### src/rtl/ufmt_pkg.sv
// ----------------------------------------------------------------------------
// ufmt_pkg
// Shared types and constants of the unsigned decimal field formatter.
// ----------------------------------------------------------------------------
package ufmt_pkg;

   localparam int NUM_DIGITS = 10;   // decimal digits of a 32-bit value
   localparam int VALUE_BITS = 32;

   localparam logic [7:0] CH_ZERO  = 8'h30;
   localparam logic [7:0] CH_SPACE = 8'h20;
   localparam logic [3:0] RADIX    = 4'd10;

   typedef struct packed {
      logic [31:0] value;
      logic        has_precision;
      logic [6:0]  precision;
      logic [6:0]  width;
      logic        left_align;
      logic        zero_pad;
   } req_type;

   typedef struct packed {
      logic [7:0] out_byte;
      logic       byte_valid;
      logic       last;
      logic [6:0] total_count;
   } rsp_type;

   typedef logic [NUM_DIGITS-1:0][3:0] bcd_type;

   typedef struct packed {
      logic load;       // capture the accepted item
      logic conv_step;  // one shift-and-adjust step of the conversion
      logic size;       // latch digit count and field lengths
      logic emit;       // send the character at the current position
   } cmd_type;

   typedef struct packed {
      logic conv_last;  // this conversion step is the final one
      logic emit_last;  // the current character ends the field
   } status_type;

   typedef enum logic [3:0] {
      ST_IDLE = 4'b0001,
      ST_CONV = 4'b0010,
      ST_SIZE = 4'b0100,
      ST_EMIT = 4'b1000
   } state_type;

endpackage

### src/rtl/unsigned_decimal_field_formatter_unit.sv
// The first character reaches the result ports after the 32 conversion steps, the sizing
// state and the output register; further characters follow one a cycle. A new item is
// accepted only after all characters of the field (0..64) are sent, since the 32-step
// shift-and-add-3 conversion and the one-character output run in turn.
// Reset: synchronous, active high; returns the controller to idle and drops
// the result strobe. Results cannot be stalled by the receiver.
// ----------------------------------------------------------------------------
// unsigned_decimal_field_formatter_unit
// Formats a 32-bit unsigned value as a padded decimal field, at most one ASCII
// character per result item.
// ----------------------------------------------------------------------------
module unsigned_decimal_field_formatter_unit
   import ufmt_pkg::*;
#(
   parameter int MAX_FIELD = 64
)
(
   input  logic    clock,
   input  logic    reset,
   input  logic    start,
   output logic    busy,
   input  req_type req_item,
   output logic    rsp_strobe,
   output rsp_type rsp_item
);

   cmd_type    cmd;
   status_type status;

   ufmt_ctrl u_ctrl (
      .clock  (clock),
      .reset  (reset),
      .start  (start),
      .busy   (busy),
      .status (status),
      .cmd    (cmd)
   );

   ufmt_datapath #(
      .MAX_FIELD (MAX_FIELD)
   ) u_datapath (
      .clock      (clock),
      .reset      (reset),
      .req_item   (req_item),
      .cmd        (cmd),
      .status     (status),
      .rsp_strobe (rsp_strobe),
      .rsp_item   (rsp_item)
   );

   a_accept_busy: assert property (@(posedge clock) disable iff (reset)
      start && !busy |=> busy)
      else $error("accepted item did not raise busy");

   a_last_gap: assert property (@(posedge clock) disable iff (reset)
      rsp_strobe && rsp_item.last |=> !rsp_strobe)
      else $error("result strobe continued after the last item");

   a_empty_last: assert property (@(posedge clock) disable iff (reset)
      rsp_strobe && !rsp_item.byte_valid |-> rsp_item.last && rsp_item.total_count == 7'd0)
      else $error("empty-field item not marked last with zero count");

   a_count_on_last: assert property (@(posedge clock) disable iff (reset)
      rsp_strobe && !rsp_item.last |-> rsp_item.total_count == 7'd0)
      else $error("count shown before the last item");

endmodule

### src/rtl/ufmt_ctrl.sv
// ----------------------------------------------------------------------------
// ufmt_ctrl
// Controller: sequences load, conversion, sizing and character output.
// ----------------------------------------------------------------------------
module ufmt_ctrl
   import ufmt_pkg::*;
(
   input  logic       clock,
   input  logic       reset,
   input  logic       start,
   output logic       busy,
   input  status_type status,
   output cmd_type    cmd
);

   state_type state_ff, state_in;

   always_comb begin
      state_in = state_ff;
      cmd      = '0;
      case (state_ff)
         ST_IDLE: begin
            if (start) begin
               cmd.load = 1'b1;
               state_in = ST_CONV;
            end
         end
         ST_CONV: begin
            cmd.conv_step = 1'b1;
            if (status.conv_last) begin
               state_in = ST_SIZE;
            end
         end
         ST_SIZE: begin
            cmd.size = 1'b1;
            state_in = ST_EMIT;
         end
         ST_EMIT: begin
            cmd.emit = 1'b1;
            if (status.emit_last) begin
               state_in = ST_IDLE;
            end
         end
         default: begin
            state_in = ST_IDLE;
         end
      endcase
   end

   assign busy = (state_ff != ST_IDLE);

   always_ff @(posedge clock) begin
      if (reset) begin
         state_ff <= ST_IDLE;
      end else begin
         state_ff <= state_in;
      end
   end

endmodule

### src/rtl/ufmt_datapath.sv
// ----------------------------------------------------------------------------
// ufmt_datapath
// Datapath: shift-and-add-3 binary to BCD conversion, field sizing and
// character selection with a registered result.
// ----------------------------------------------------------------------------
module ufmt_datapath
   import ufmt_pkg::*;
#(
   parameter int MAX_FIELD = 64
)
(
   input  logic       clock,
   input  logic       reset,
   input  req_type    req_item,
   input  cmd_type    cmd,
   output status_type status,
   output logic       rsp_strobe,
   output rsp_type    rsp_item
);

   localparam logic [6:0] MAX_LEN = 7'(MAX_FIELD);

   logic [VALUE_BITS-1:0] bin_ff, bin_in;
   bcd_type               bcd_ff, bcd_in, bcd_adj;
   logic [4:0]            cnt_ff, cnt_in;
   logic                  dot_ff, left_ff, zflag_ff;
   logic [6:0]            prec_ff, wid_ff;
   logic [3:0]            ndig_ff, ndig_in;
   logic [6:0]            body_ff, body_in, total_ff, total_in;
   logic [6:0]            k_ff;
   logic                  strobe_ff;
   rsp_type               rsp_ff, rsp_in;

   // adjust each BCD digit before the shift
   always_comb begin
      for (int i = 0; i < NUM_DIGITS; i++) begin
         bcd_adj[i] = (bcd_ff[i] >= 4'd5) ? bcd_ff[i] + 4'd3 : bcd_ff[i];
      end
      {bcd_in, bin_in} = {bcd_adj, bin_ff} << 1;
      cnt_in = cnt_ff + 5'd1;
   end

   // digit count and field lengths
   always_comb begin
      logic any_nz;
      any_nz  = 1'b0;
      ndig_in = 4'd1;
      for (int i = 0; i < NUM_DIGITS; i++) begin
         if (bcd_ff[i] != 4'd0) begin
            ndig_in = 4'(i + 1);
            any_nz  = 1'b1;
         end
      end
      // zero precision with zero value prints no digits
      if (dot_ff && prec_ff == 7'd0 && !any_nz) begin
         ndig_in = 4'd0;
      end
      body_in  = (dot_ff && prec_ff > {3'd0, ndig_in}) ? prec_ff : {3'd0, ndig_in};
      total_in = (wid_ff > body_in) ? wid_ff : body_in;
   end

   // character at position k
   always_comb begin
      logic [6:0] base;
      logic [6:0] r;
      logic [7:0] padch;
      base  = left_ff ? body_ff : total_ff;
      r     = base - 7'd1 - k_ff;
      padch = (zflag_ff && !dot_ff && !left_ff) ? CH_ZERO : CH_SPACE;
      rsp_in = '0;
      if (total_ff == 7'd0) begin
         rsp_in.last = 1'b1;
      end else begin
         rsp_in.byte_valid = 1'b1;
         if (left_ff && k_ff >= body_ff) begin
            rsp_in.out_byte = CH_SPACE;
         end else if (r < {3'd0, ndig_ff}) begin
            rsp_in.out_byte = CH_ZERO + {4'd0, bcd_ff[r[3:0]]};
         end else if (r < body_ff) begin
            rsp_in.out_byte = CH_ZERO;
         end else begin
            rsp_in.out_byte = padch;
         end
         if (k_ff == total_ff - 7'd1) begin
            rsp_in.last        = 1'b1;
            rsp_in.total_count = total_ff;
         end
      end
   end

   assign status.conv_last = (cnt_ff == 5'd31);
   assign status.emit_last = (total_ff == 7'd0) || (k_ff == total_ff - 7'd1);

   always_ff @(posedge clock) begin
      if (cmd.load) begin
         bin_ff   <= req_item.value;
         bcd_ff   <= '0;
         cnt_ff   <= '0;
         dot_ff   <= req_item.has_precision;
         left_ff  <= req_item.left_align;
         zflag_ff <= req_item.zero_pad;
         prec_ff  <= (req_item.precision > MAX_LEN) ? MAX_LEN : req_item.precision;
         wid_ff   <= (req_item.width > MAX_LEN) ? MAX_LEN : req_item.width;
      end
      if (cmd.conv_step) begin
         bin_ff <= bin_in;
         bcd_ff <= bcd_in;
         cnt_ff <= cnt_in;
      end
      if (cmd.size) begin
         ndig_ff  <= ndig_in;
         body_ff  <= body_in;
         total_ff <= total_in;
         k_ff     <= '0;
      end
      if (cmd.emit) begin
         k_ff   <= k_ff + 7'd1;
         rsp_ff <= rsp_in;
      end
   end

   always_ff @(posedge clock) begin
      if (reset) begin
         strobe_ff <= 1'b0;
      end else begin
         strobe_ff <= cmd.emit;
      end
   end

   assign rsp_strobe = strobe_ff;
   assign rsp_item   = rsp_ff;

endmodule
### config.mk
export PLATFORM = sky130hd
export DESIGN_NAME = unsigned_decimal_field_formatter_unit
export DESIGN_NICKNAME = d
export VERILOG_FILES = /design/src/rtl/ufmt_pkg.sv /design/src/rtl/unsigned_decimal_field_formatter_unit.sv /design/src/rtl/ufmt_ctrl.sv /design/src/rtl/ufmt_datapath.sv
export SDC_FILE = /design/constraint.sdc
export NUM_CORES = 1
export LEC_CHECK = 0
export BUFFER_PORTS_ARGS = -buffer_cell sky130_fd_sc_hd__buf_2
export CAP_MARGIN = 30
export CORE_MARGIN = 8
export CORE_UTILIZATION = 30
export DETAILED_ROUTE_END_ITERATION = 8
export PLACE_DENSITY = 0.52
export RECOVER_POWER = 25
export SLEW_MARGIN = 20
export SYNTH_ARGS = -nofsm -noshare
export SYNTH_HDL_FRONTEND = slang
export SYNTH_SLANG_ARGS = --single-unit
### constraint.sdc
create_clock -name clock -period 20.4 [get_ports clock]
set_clock_uncertainty 0.15 [all_clocks]
set_input_delay 1.02 -clock clock [delete_from_list [all_inputs] [get_ports clock]]
set_output_delay 1.02 -clock clock [all_outputs]
set_load 0.01 [all_outputs]
==> qor.csv, run 1 <==
metric,value,unit
status,finished with violations,
failing checks,"capacitance limit, slew limit",
via count,5196,
Initial DRC Count,347,
worst r2r src,u_datapath.bcd_ff[36],
Final Instance Area,0.00923,sq mm
P_leak,3.65,nW
ratio of cells with drive above 1 in the final layout,16.7,%
worst vdd ir,0.0449,mV
max-slew violations,82,
Main synth FF type,edfxtp_1,
CP endpoint,u_datapath.total_ff[1],
critical path depth in cells,18,
Seq cells post-synth,139,
Tot Pwr,0.768,mW
FF-to-FF setup slack,15460,ps
DP Area,0.00867,sq mm
CP startpoint,u_datapath.bcd_ff[36],
layout overhead on the synthesized area,16.7,%
post-synth top area share,50.5,%
CP bufs+invs,3,
"Remaining Overflow, GRT",0,
core area,0.0260,sq mm
Final GP Congestion,0.807,
DRT Pass-1 Iters,4,
Hold Path Class,flop to flop,
FF-to-FF path depth,18,
Max Clock Freq,0.203,GHz
final worst-path cycle share,24.2,%
Cell variety after synth,62,
RSZ-0062 raised after global routing,no,
worst-skew pair later-pin latency,420,ps
std cell rows,59,
Starting Density,30.5,%
Setup crit start kind,flop,
chip height,178,um
synth top area cells,"edfxtp_1 50%, ha_1 9.6%, a22o_1 3.4%, nor2_1 3.3%, a21oi_1 2.9%",
Diodes inserted,0,
worst r2r dst,u_datapath.total_ff[1],
number of synthesized flops with an enable pin,133,
fin crit period,4940,ps
critical path class,flop to flop,
post_cts resized,0,
DIE AREA,0.0318,sq mm
"Slowest-stage cell, CP",nor3b_1,
"area leader, netlist",edfxtp_1,
Worst slew margin,-42.5,%
final hold viol count,0,
first-pass GRT wire length,27.3,mm
TNS Setup,0,ps
DRC viols,0,
Max clock buf depth,2,
Die W,178,um
# setup viols final,0,
H-tree levels,4,
asr flop ratio synth,0,%
"delay-heaviest family, CP",compound AO/OA/AOI/OAI gates,
fin cells,1107,
DRT antenna net count,0,
pre-CTS WS,15470,ps
Synth warnings,0,
WL per Instance,15.4,um
Mean Syn Cell Area,11.5,sq um
"Reg clk slew, reported paths",60,ps
Ports,71,
CTS tree,done,
Critical Path Fanout Max,7,
post-layout net count,873,
pin count of the biggest net entering global routing,56,
clk root buf,clkbuf_16,
Num CTS Buffers,17,
part of the Yosys area used for sequential elements,52.0,%
post-synthesis cell area,0.00792,sq mm
Max stage delay on crit path,500,ps
Gate Count Post-Synth,686,
vias in the first global route,5142,
all-layer global routing usage,11.0,%
Worst Setup End Kind,flop,
Slew @ Worst Pin,2140,ps
antenna violations before repair,2,
PortBufs,68,
WP data required,20400,ps
Pwr Density,83.1,mW/mm^2
number of fillers in the final layout,2630,
final core occ,35.5,%
final setup margin,15460,ps
vias per cell,4.69,
Detail Placement HPWL,12.4,mm
clk sinks,139,
setup bufs post-CTS,0,
Max Cap Viol,2,
Critical Path AT,4940,ps
"wirelength, routed",17.1,mm
dpl cells,1075,
hold slack,358,ps
CP Cell Sequence,"inv_1, ha_1, nor3b_1, nand4_1, a31oi_1, inv_1, ha_1, o21a_1, o21ai_0, a21oi_2, mux2_2, inv_1, ha_1, a21o_1, a21oi_1, o21ai_1, o22ai_2, mux2_2",
CTS Hold Bufs,0,
==> worst min-delay path by stage <==
stage | startpoint | endpoint | depth (start not counted)
final | u_datapath.bin_ff[0] | u_datapath.bin_ff[0] | 2
after global routing | u_datapath.bin_ff[0] | u_datapath.bin_ff[0] | 2
after CTS | u_datapath.bin_ff[0] | u_datapath.bin_ff[0] | 2
after detailed placement | u_datapath.bin_ff[0] | u_datapath.bin_ff[0] | 2
after global placement | u_datapath.bin_ff[0] | u_datapath.bin_ff[0] | 2
after floorplan | u_datapath.bin_ff[0] | u_datapath.bin_ff[0] | 2
==> where the power goes <==
part	leakage (nW)	internal, mW	switching, mW	total [mW]
registers	1.30	0.339	0.0169	0.356
logic	2.06	0.0439	0.0550	0.0988
clock network	0.291	0.198	0.115	0.313
==> cells by family after synthesis <==
family,synth area share [%]
AO/OA/AOI/OAI,10.9
XOR/XNOR,4.43
adder cells (fa/ha/maj),9.90
buffers and inverters,3.86
flip-flops,52.0
multiplexers,5.49
other,0.0474
AND/OR/NAND/NOR,13.4
==> cell usage after synthesis (3+ instances only) <==
| master | number |
|---|---|
| a21o_1 | 4 |
| a21oi_1 | 46 |
| a22o_1 | 31 |
| a31oi_1 | 4 |
| and2_1 | 14 |
| buf_2 | 4 |
| clkbuf_1 | 13 |
| dfxtp_1 | 6 |
| edfxtp_1 | 133 |
| ha_1 | 61 |
| inv_1 | 57 |
| mux2_2 | 10 |
| mux2i_1 | 10 |
| mux4_2 | 7 |
| nand2_1 | 38 |
| nand2b_1 | 15 |
| nand3_1 | 10 |
| nand3b_1 | 3 |
| nand4_1 | 3 |
| nor2_1 | 70 |
| nor2b_1 | 16 |
| nor3_1 | 12 |
| nor3b_2 | 3 |
| o21a_1 | 5 |
| o21ai_0 | 19 |
| o21ai_1 | 4 |
| o21bai_1 | 3 |
| o22ai_1 | 4 |
| or3b_1 | 3 |
| xnor2_1 | 23 |
| xor2_1 | 17 |
==> registers in the layout, indices dropped and copies added, names as in the netlist <==
signal and flops:
u_datapath.ndig_ff 4, u_datapath.prec_ff 7, u_datapath.k_ff 7, u_datapath.cnt_ff 5, u_datapath.wid_ff 7, u_datapath.total_ff 7
u_datapath.bcd_ff 40, u_datapath.left_ff 1, u_ctrl.state_ff 4, u_datapath.body_ff 7, u_datapath.rsp_item 15, u_datapath.bin_ff 32
u_datapath.zflag_ff 1, u_datapath.dot_ff 1, u_datapath.rsp_strobe 1
==> routing by layer <==
layer / vias up / wire (um) / part of all wire [%] / GRT usage (%)
met5: - / 23 / 0.13 / 0
met3: 12 / 1130 / 6.6 / 4.15
met4: 4 / 132 / 0.77 / 3.10
met2: 105 / 7580 / 44 / 16.4
met1: 2460 / 8230 / 48 / 14.6
li1: 2615 / - / - / -
==> worst reg2reg max path, stage by stage, from the launching register on <==
cell	delay, ps
edfxtp_1	410
inv_1	110
ha_1	200
nor3b_1	500
nand4_1	290
a31oi_1	330
inv_1	80
ha_1	300
o21a_1	120
o21ai_0	80
a21oi_2	270
mux2_2	390
inv_1	60
ha_1	230
a21o_1	160
a21oi_1	150
o21ai_1	100
o22ai_2	340
mux2_2	390
==> final cells by class <==
class	instances	area, sq um	area share (%)
timing repair buffer	73	388	4.20
tap	335	419	4.54
inverter	58	218	2.36
sequential	139	4110	44.6
multi-input combinational	470	3500	38.0
clock inverter	9	123	1.33
clock buffer	23	468	5.07
==> layout by cell type, fill, tap and decap left out, drive strengths merged, types with 5 or more instances in the layout <==
| cell | synthesis | final |
|---|---|---|
| xor2 | 17 | 17 |
| nor2b | 16 | 16 |
| mux2 | 13 | 13 |
| a21oi | 47 | 47 |
| o22ai | 5 | 5 |
| nor3b | 5 | 5 |
| ha | 61 | 61 |
| o21a | 5 | 5 |
| nand2b | 15 | 15 |
| nor3 | 12 | 12 |
| and2 | 14 | 14 |
| nand2 | 38 | 38 |
| clkbuf | 13 | 27 |
| mux4 | 8 | 8 |
| dfxtp | 6 | 6 |
| nand3 | 11 | 11 |
| a22o | 31 | 31 |
| o21ai | 24 | 24 |
| xnor2 | 23 | 23 |
| nor2 | 71 | 71 |
| clkinv | 0 | 5 |
| edfxtp | 133 | 133 |
| mux2i | 10 | 10 |
| buf | 7 | 69 |
| inv | 58 | 58 |
Power figures use the tool's default switching activity.
==> inputs of run 2 (changes only) <==
--- a/config.mk
+++ b/config.mk
@@ -10,7 +10,7 @@
 export CORE_MARGIN = 8
 export CORE_UTILIZATION = 30
 export DETAILED_ROUTE_END_ITERATION = 8
-export PLACE_DENSITY = 0.52
+export PLACE_DENSITY = 0.54
 export RECOVER_POWER = 25
 export SLEW_MARGIN = 20
 export SYNTH_ARGS = -nofsm -noshare
==> constraint.sdc (replaced) <==
create_clock -name clock -period 4.05 [get_ports clock]
set_clock_uncertainty 0.15 [all_clocks]
set_input_delay 0.2025 -clock clock [delete_from_list [all_inputs] [get_ports clock]]
set_output_delay 0.2025 -clock clock [all_outputs]
set_load 0.01 [all_outputs]
==> run 2 against run 1 <==
Compared with the run above:
- total power rose to 5.4 times the previous value
- count of clock-buffer cells in the layout fell by 3
- flip-flop and latch count did not move
- critical endpoint is now u_datapath.total_ff[3]
- the run ends with capacitance limit, slew limit, setup timing left
- critical path depth rose by 3
- core utilization rose by 6.1 points
- cell count rose by 15%
==> qor.csv, run 2 (synthesis results as in run 1) <==
metric,value,unit,change
"most common cell after layout, fill and taps aside",edfxtp_1,,
critical path class,flop to flop,,
Worst Setup End Kind,flop,,
final setup margin,-427,ps,-15890 ps
clk sinks,139,,unchanged
number of fillers in the final layout,2454,,-6.7%
worst r2r src,u_datapath.bcd_ff[9],,
Worst slew margin,-53.4,%,-11 points
# setup viols final,8,,+8
TNS Setup,-3020,ps,-3020 ps
Initial DRC Count,278,,-20%
post-layout net count,1042,,+19%
Pwr Density,385,mW/mm^2,+360%
FF-to-FF path depth,21,,+3
Ports,71,,unchanged
DRT Pass-1 Iters,4,,unchanged
fin cells,1277,,+15%
Max Clock Freq,0.223,GHz,+10%
layout overhead on the synthesized area,36.8,%,
Tot Pwr,4.16,mW,+440%
H-tree levels,4,,unchanged
PortBufs,68,,unchanged
pin count of the biggest net entering global routing,77,,+38%
worst vdd ir,0.262,mV,+480%
max FFs per register,40,,unchanged
via count,5854,,+13%
hold slack,49.3,ps,-308 ps
final worst-path cycle share,111,%,+86 points
Max clock buf depth,2,,unchanged
Hold Path Class,input port to flop,,
Max Cap Viol,2,,unchanged
"Remaining Overflow, GRT",0,,unchanged
RSZ-0062 raised after global routing,yes,,
failing checks,"capacitance limit, slew limit, setup timing",,
Top reg by flops,u_datapath.bcd_ff,,
Setup crit start kind,flop,,
all-layer global routing usage,12.1,%,+1.1 points
chip height,178,um,unchanged
WL per Instance,14.5,um,-5.9%
std cell rows,59,,unchanged
antenna violations before repair,1,,-1
worst r2r dst,u_datapath.total_ff[3],,
DRT antenna net count,0,,unchanged
dpl cells,1164,,+8.3%
P_leak,4.44,nW,+22%
ratio of cells with drive above 1 in the final layout,27.5,%,+11 points
clk root buf,clkbuf_16,,
Slew @ Worst Pin,2300,ps,+163 ps
CP startpoint,u_datapath.bcd_ff[9],,
vias in the first global route,6038,,+17%
vias per cell,4.58,,-2.3%
Detail Placement HPWL,12.9,mm,+3.9%
Hold Path Depth,2,,unchanged
Die W,178,um,unchanged
DRC viols,0,,unchanged
hold worst-path end,u_datapath.prec_ff[0],,
worst-skew pair later-pin latency,420,ps,about the same
core area,0.0260,sq mm,unchanged
fin crit period,4480,ps,-460 ps
first-pass GRT wire length,30.6,mm,+12%
DIE AREA,0.0318,sq mm,unchanged
WP data required,4060,ps,-16340 ps
max-slew violations,83,,+1.2%
Starting Density,30.5,%,unchanged
min-delay src,req_item[9],,
"Reg clk slew, reported paths",60,ps,about the same
Critical Path Fanout Max,5,,-2
final hold viol count,0,,unchanged
status,finished with violations,,
most frequent cells in the layout,"133 x edfxtp_1, 108 x buf_4, 67 x nor2_1, 55 x ha_1",,
Final GP Congestion,0.788,,-2.3%
FF-to-FF setup slack,-430,ps,-15890 ps
CTS tree,done,,
"wirelength, routed",18.6,mm,+8.6%
Critical Path AT,4490,ps,-450 ps
Num CTS Buffers,17,,unchanged
-- run 2: cell count changes in the layout (fill, tap and decap cells not counted), sizes merged --
cell / delta
dlygate4sd3: +50
bufinv: +1
buf: +102
clkinv: +2
diode: +1
clkbuf: +14
-- run 2: repair_timing --
action                     CTS  global route
hold buffers                50             0
pin swaps                   13             2
resized for setup           18             8
buffers inserted            28             2
hold endpoints to repair    52             0
setup endpoints to repair    7             8
-- run 2: cell type report --
type	instances	area, sq um	area share, %
multi-input combinational	470	3670	33.9
timing repair buffer	242	1800	16.6
tap	335	419	3.87
clock buffer	20	437	4.03
antenna	1	2.50	0.0231
clock inverter	12	173	1.60
sequential	139	4110	38.0
inverter	58	218	2.01
-- run 2: metrics by stage --
step	setup slack (ps)	instance area [sq um]	util [%]
after global placement	-405	9430	36.3
after CTS	-342	10800	41.7
final	-427	10800	41.7
after floorplan	-361	8020	-
after detailed placement	-485	9430	36.3
after global routing	-604	10800	41.7
-- run 2: per-layer routing --
metal | part of all wire, % | vias up | GRT usage (%)
met2 | 46 | 108 | 19.2
met5 | 0 | - | 0
met4 | 1.5 | 0 | 3.55
met3 | 5.7 | 21 | 3.30
met1 | 47 | 2759 | 15.8
li1 | - | 2966 | -
-- run 2: worst max path at each step --
stage	endpoint	slack, ps	cells after the start
finish	u_datapath.total_ff[3]	-430	21
global route	u_datapath.total_ff[1]	-600	21
CTS	u_datapath.total_ff[4]	-340	21
detailed placement	u_datapath.total_ff[1]	-490	21
global placement	u_datapath.total_ff[1]	-410	21
floorplan	u_datapath.total_ff[4]	-360	20
-- run 2: worst max-delay path: stages, from the launching register on --
cell and delay [ps]:
edfxtp_1 390, inv_2 90, ha_4 120, nor3b_4 210, nand3_2 100, or4_4 550, o21ai_4 180, nor2_4 60
ha_2 190, nor2b_1 100, o21a_1 140, o21ai_2 60, a21oi_2 250, mux2_4 340, inv_2 60, ha_4 190
a21o_1 160, a21oi_2 150, o21ai_2 80, o22ai_2 180, buf_6 150, mux2_4 290
-- run 2: power by group --
part           total (mW)  switching (mW)  leakage [nW]  internal, mW
clock network        1.64           0.608         0.295          1.03
registers            1.76          0.0580          1.30          1.70
logic               0.765           0.361          2.85         0.403
total                4.16            1.03          4.44          3.14
==> inputs of run 3 (changes only) <==
--- a/config.mk
+++ b/config.mk
@@ -7,7 +7,6 @@
 export LEC_CHECK = 0
 export BUFFER_PORTS_ARGS = -buffer_cell sky130_fd_sc_hd__buf_2
 export CAP_MARGIN = 30
-export CORE_MARGIN = 8
 export CORE_UTILIZATION = 30
 export DETAILED_ROUTE_END_ITERATION = 8
 export PLACE_DENSITY = 0.54
==> run 3 against run 2 <==
Compared with the run above:
- the flow still finishes with violations (capacitance limit, slew limit, setup timing)
- non-clock buffer count decreased by 8
- sequential share of layout area increased by 0.39 points
- global-route usage increased by 2.1 points
- critical path type unchanged
- worst hold slack improved by 300 ps
- total power decreased by 2.7%
- critical path depth unchanged
- clock power decreased by 6%
==> qor.csv, run 3 (synthesis results as in run 1) <==
metric,value,unit,change
status,finished with violations,,
failing checks,"capacitance limit, slew limit, setup timing",,
Pwr Density,378,mW/mm^2,-1.7%
chip height,164,um,-7.8%
clk root buf,clkbuf_16,,
all-layer global routing usage,14.2,%,+2.1 points
RSZ-0062 raised after global routing,yes,,
Max Clock Freq,0.230,GHz,+2.8%
CTS tree,done,,
PortBufs,68,,unchanged
final hold viol count,0,,unchanged
H-tree levels,4,,unchanged
Max clock buf depth,2,,unchanged
vias per cell,4.60,,+0.28%
Final Instance Area,0.0107,sq mm,-1.0%
Slew @ Worst Pin,2350,ps,+45.9 ps
P_leak,4.37,nW,-1.7%
TNS Setup,-1920,ps,+1090 ps
fin crit period,4360,ps,-120 ps
fin cells,1268,,-0.70%
clk sinks,139,,unchanged
post-layout net count,1034,,-0.77%
Hold Path Class,input port to flop,,
antenna violations before repair,0,,-1
ratio of cells with drive above 1 in the final layout,27.2,%,-0.30 points
via count,5829,,-0.43%
DIE AREA,0.0270,sq mm,-15%
std cell rows,59,,unchanged
# setup viols final,7,,-1
Critical Path Fanout Max,4,,-1
number of fillers in the final layout,2496,,+1.7%
max-slew violations,83,,unchanged
"Remaining Overflow, GRT",0,,unchanged
vias in the first global route,5880,,-2.6%
"Reg clk slew, reported paths",60,ps,about the same
final worst-path cycle share,108,%,-3.0 points
Critical Path AT,4380,ps,-110 ps
worst vdd ir,0.248,mV,-5.5%
net switching power figure,1.05,mW,+2.1%
share of power burned in registers,43.4,%,+1.1 points
Top reg by flops,u_datapath.bcd_ff,,
Initial DRC Count,283,,+1.8%
"wirelength, routed",18.0,mm,-3.0%
DRT Pass-1 Iters,4,,unchanged
Die W,164,um,-7.8%
most frequent cells in the layout,"133 x edfxtp_1, 109 x buf_4, 67 x nor2_1, 55 x ha_1, 51 x dlygate4sd3_1",,
Pint,3.00,mW,-4.2%
Detail Placement HPWL,12.6,mm,-2.8%
Num CTS Buffers,17,,unchanged
Clk pwr share,37.9,%,-1.4 points
pin count of the biggest net entering global routing,46,,-40%
Diodes inserted,0,,-1
critical path class,flop to flop,,
final setup margin,-306,ps,+120 ps
Worst Setup End Kind,flop,,
Final GP Congestion,0.774,,-1.8%
Worst slew margin,-56.4,%,-3.1 points
WL per Instance,14.2,um,-2.4%
logic gate share of total power,18.6,%,+0.2 points
layout overhead on the synthesized area,35.4,%,
first-pass GRT wire length,29.5,mm,-3.5%
core area,0.0260,sq mm,unchanged
Starting Density,30.5,%,unchanged
Ports,71,,unchanged
DRC viols,0,,unchanged
worst-skew pair later-pin latency,430,ps,about the same
DRT antenna net count,0,,unchanged
Max Cap Viol,2,,unchanged
dpl cells,1168,,+0.34%
"most common cell after layout, fill and taps aside",edfxtp_1,,
Sw Share,25.9,%,+1.2 points
max FFs per register,40,,unchanged
Setup crit start kind,flop,,
WP data required,4070,ps,about the same
DP Area,0.00946,sq mm,+0.32%
run 3: final cells by class:
class	instances	area [sq um]	area share [%]
Inverter	58	218	2.03
Sequential cell	139	4110	38.4
Multi-Input combinational cell	470	3690	34.4
Clock inverter	14	148	1.38
Timing Repair Buffer	234	1700	15.9
Tap cell	335	419	3.91
Clock buffer	18	429	4.00
run 3: routing by layer:
layer / vias up / wire length (um) / GRT usage [%]
li1: 2937 / - / -
met1: 2771 / 8470 / 18.2
met2: 103 / 8500 / 23.4
met3: 18 / 767 / 3.87
met4: 0 / 257 / 3.84
met5: - / 0 / 0
run 3: repair_timing:
item	in CTS	in global routing
pin swaps	13	1
setup buffers	15	2
hold buffers	51	0
setup endpoints to repair	7	7
resized for setup	14	5
hold endpoints to repair	53	0
run 3: power by group through the flow:
| stage | combinational (mW) | clock, mW | sequential, mW |
|---|---|---|---|
| 2_1_floorplan | 0.392 | 0 | 1.80 |
| 6_report | 0.755 | 1.54 | 1.76 |
| 3_5_place_dp | 0.672 | 0 | 1.79 |
| 4_1_cts | 0.750 | 1.57 | 1.76 |
| 3_3_place_gp | 0.663 | 0 | 1.79 |
| 5_1_grt | 0.839 | 1.63 | 1.77 |
run 3: final timing paths:
check | from | end | slack (ps) | cells after the start
min reg2reg | u_datapath.bin_ff[31] | u_datapath.bcd_ff[0] | 370 | 1
max | u_datapath.bcd_ff[9] | u_datapath.total_ff[3] | -310 | 21
max reg2reg | u_datapath.bcd_ff[9] | u_datapath.total_ff[3] | -310 | 21
min | req_item[1] | u_datapath.left_ff | 350 | 2
run 3: worst max-delay path, stage by stage, from the launching register on:
cell,delay [ps]
edfxtp_1,400
inv_2,100
ha_4,120
nor3b_4,230
nand3_2,110
or4_4,550
o21ai_4,150
nor2_2,50
ha_2,160
nor2b_1,100
o21a_1,140
o21ai_2,70
a21oi_4,200
mux2_4,330
inv_2,60
ha_4,190
a21o_1,160
a21oi_2,150
o21ai_2,80
o22ai_2,180
buf_6,140
mux2_4,290
run 3: metrics by stage:
stage | util [%] | hold WS, ps | setup slack (ps) | total power [mW]
2_1_floorplan | - | 125 | -361 | 2.19
3_3_place_gp | 36.4 | 232 | -399 | 2.45
3_5_place_dp | 36.4 | 234 | -456 | 2.46
4_1_cts | 41.3 | 334 | -297 | 4.08
5_1_grt | 41.2 | 359 | -582 | 4.25
6_report | 41.2 | 347 | -306 | 4.05
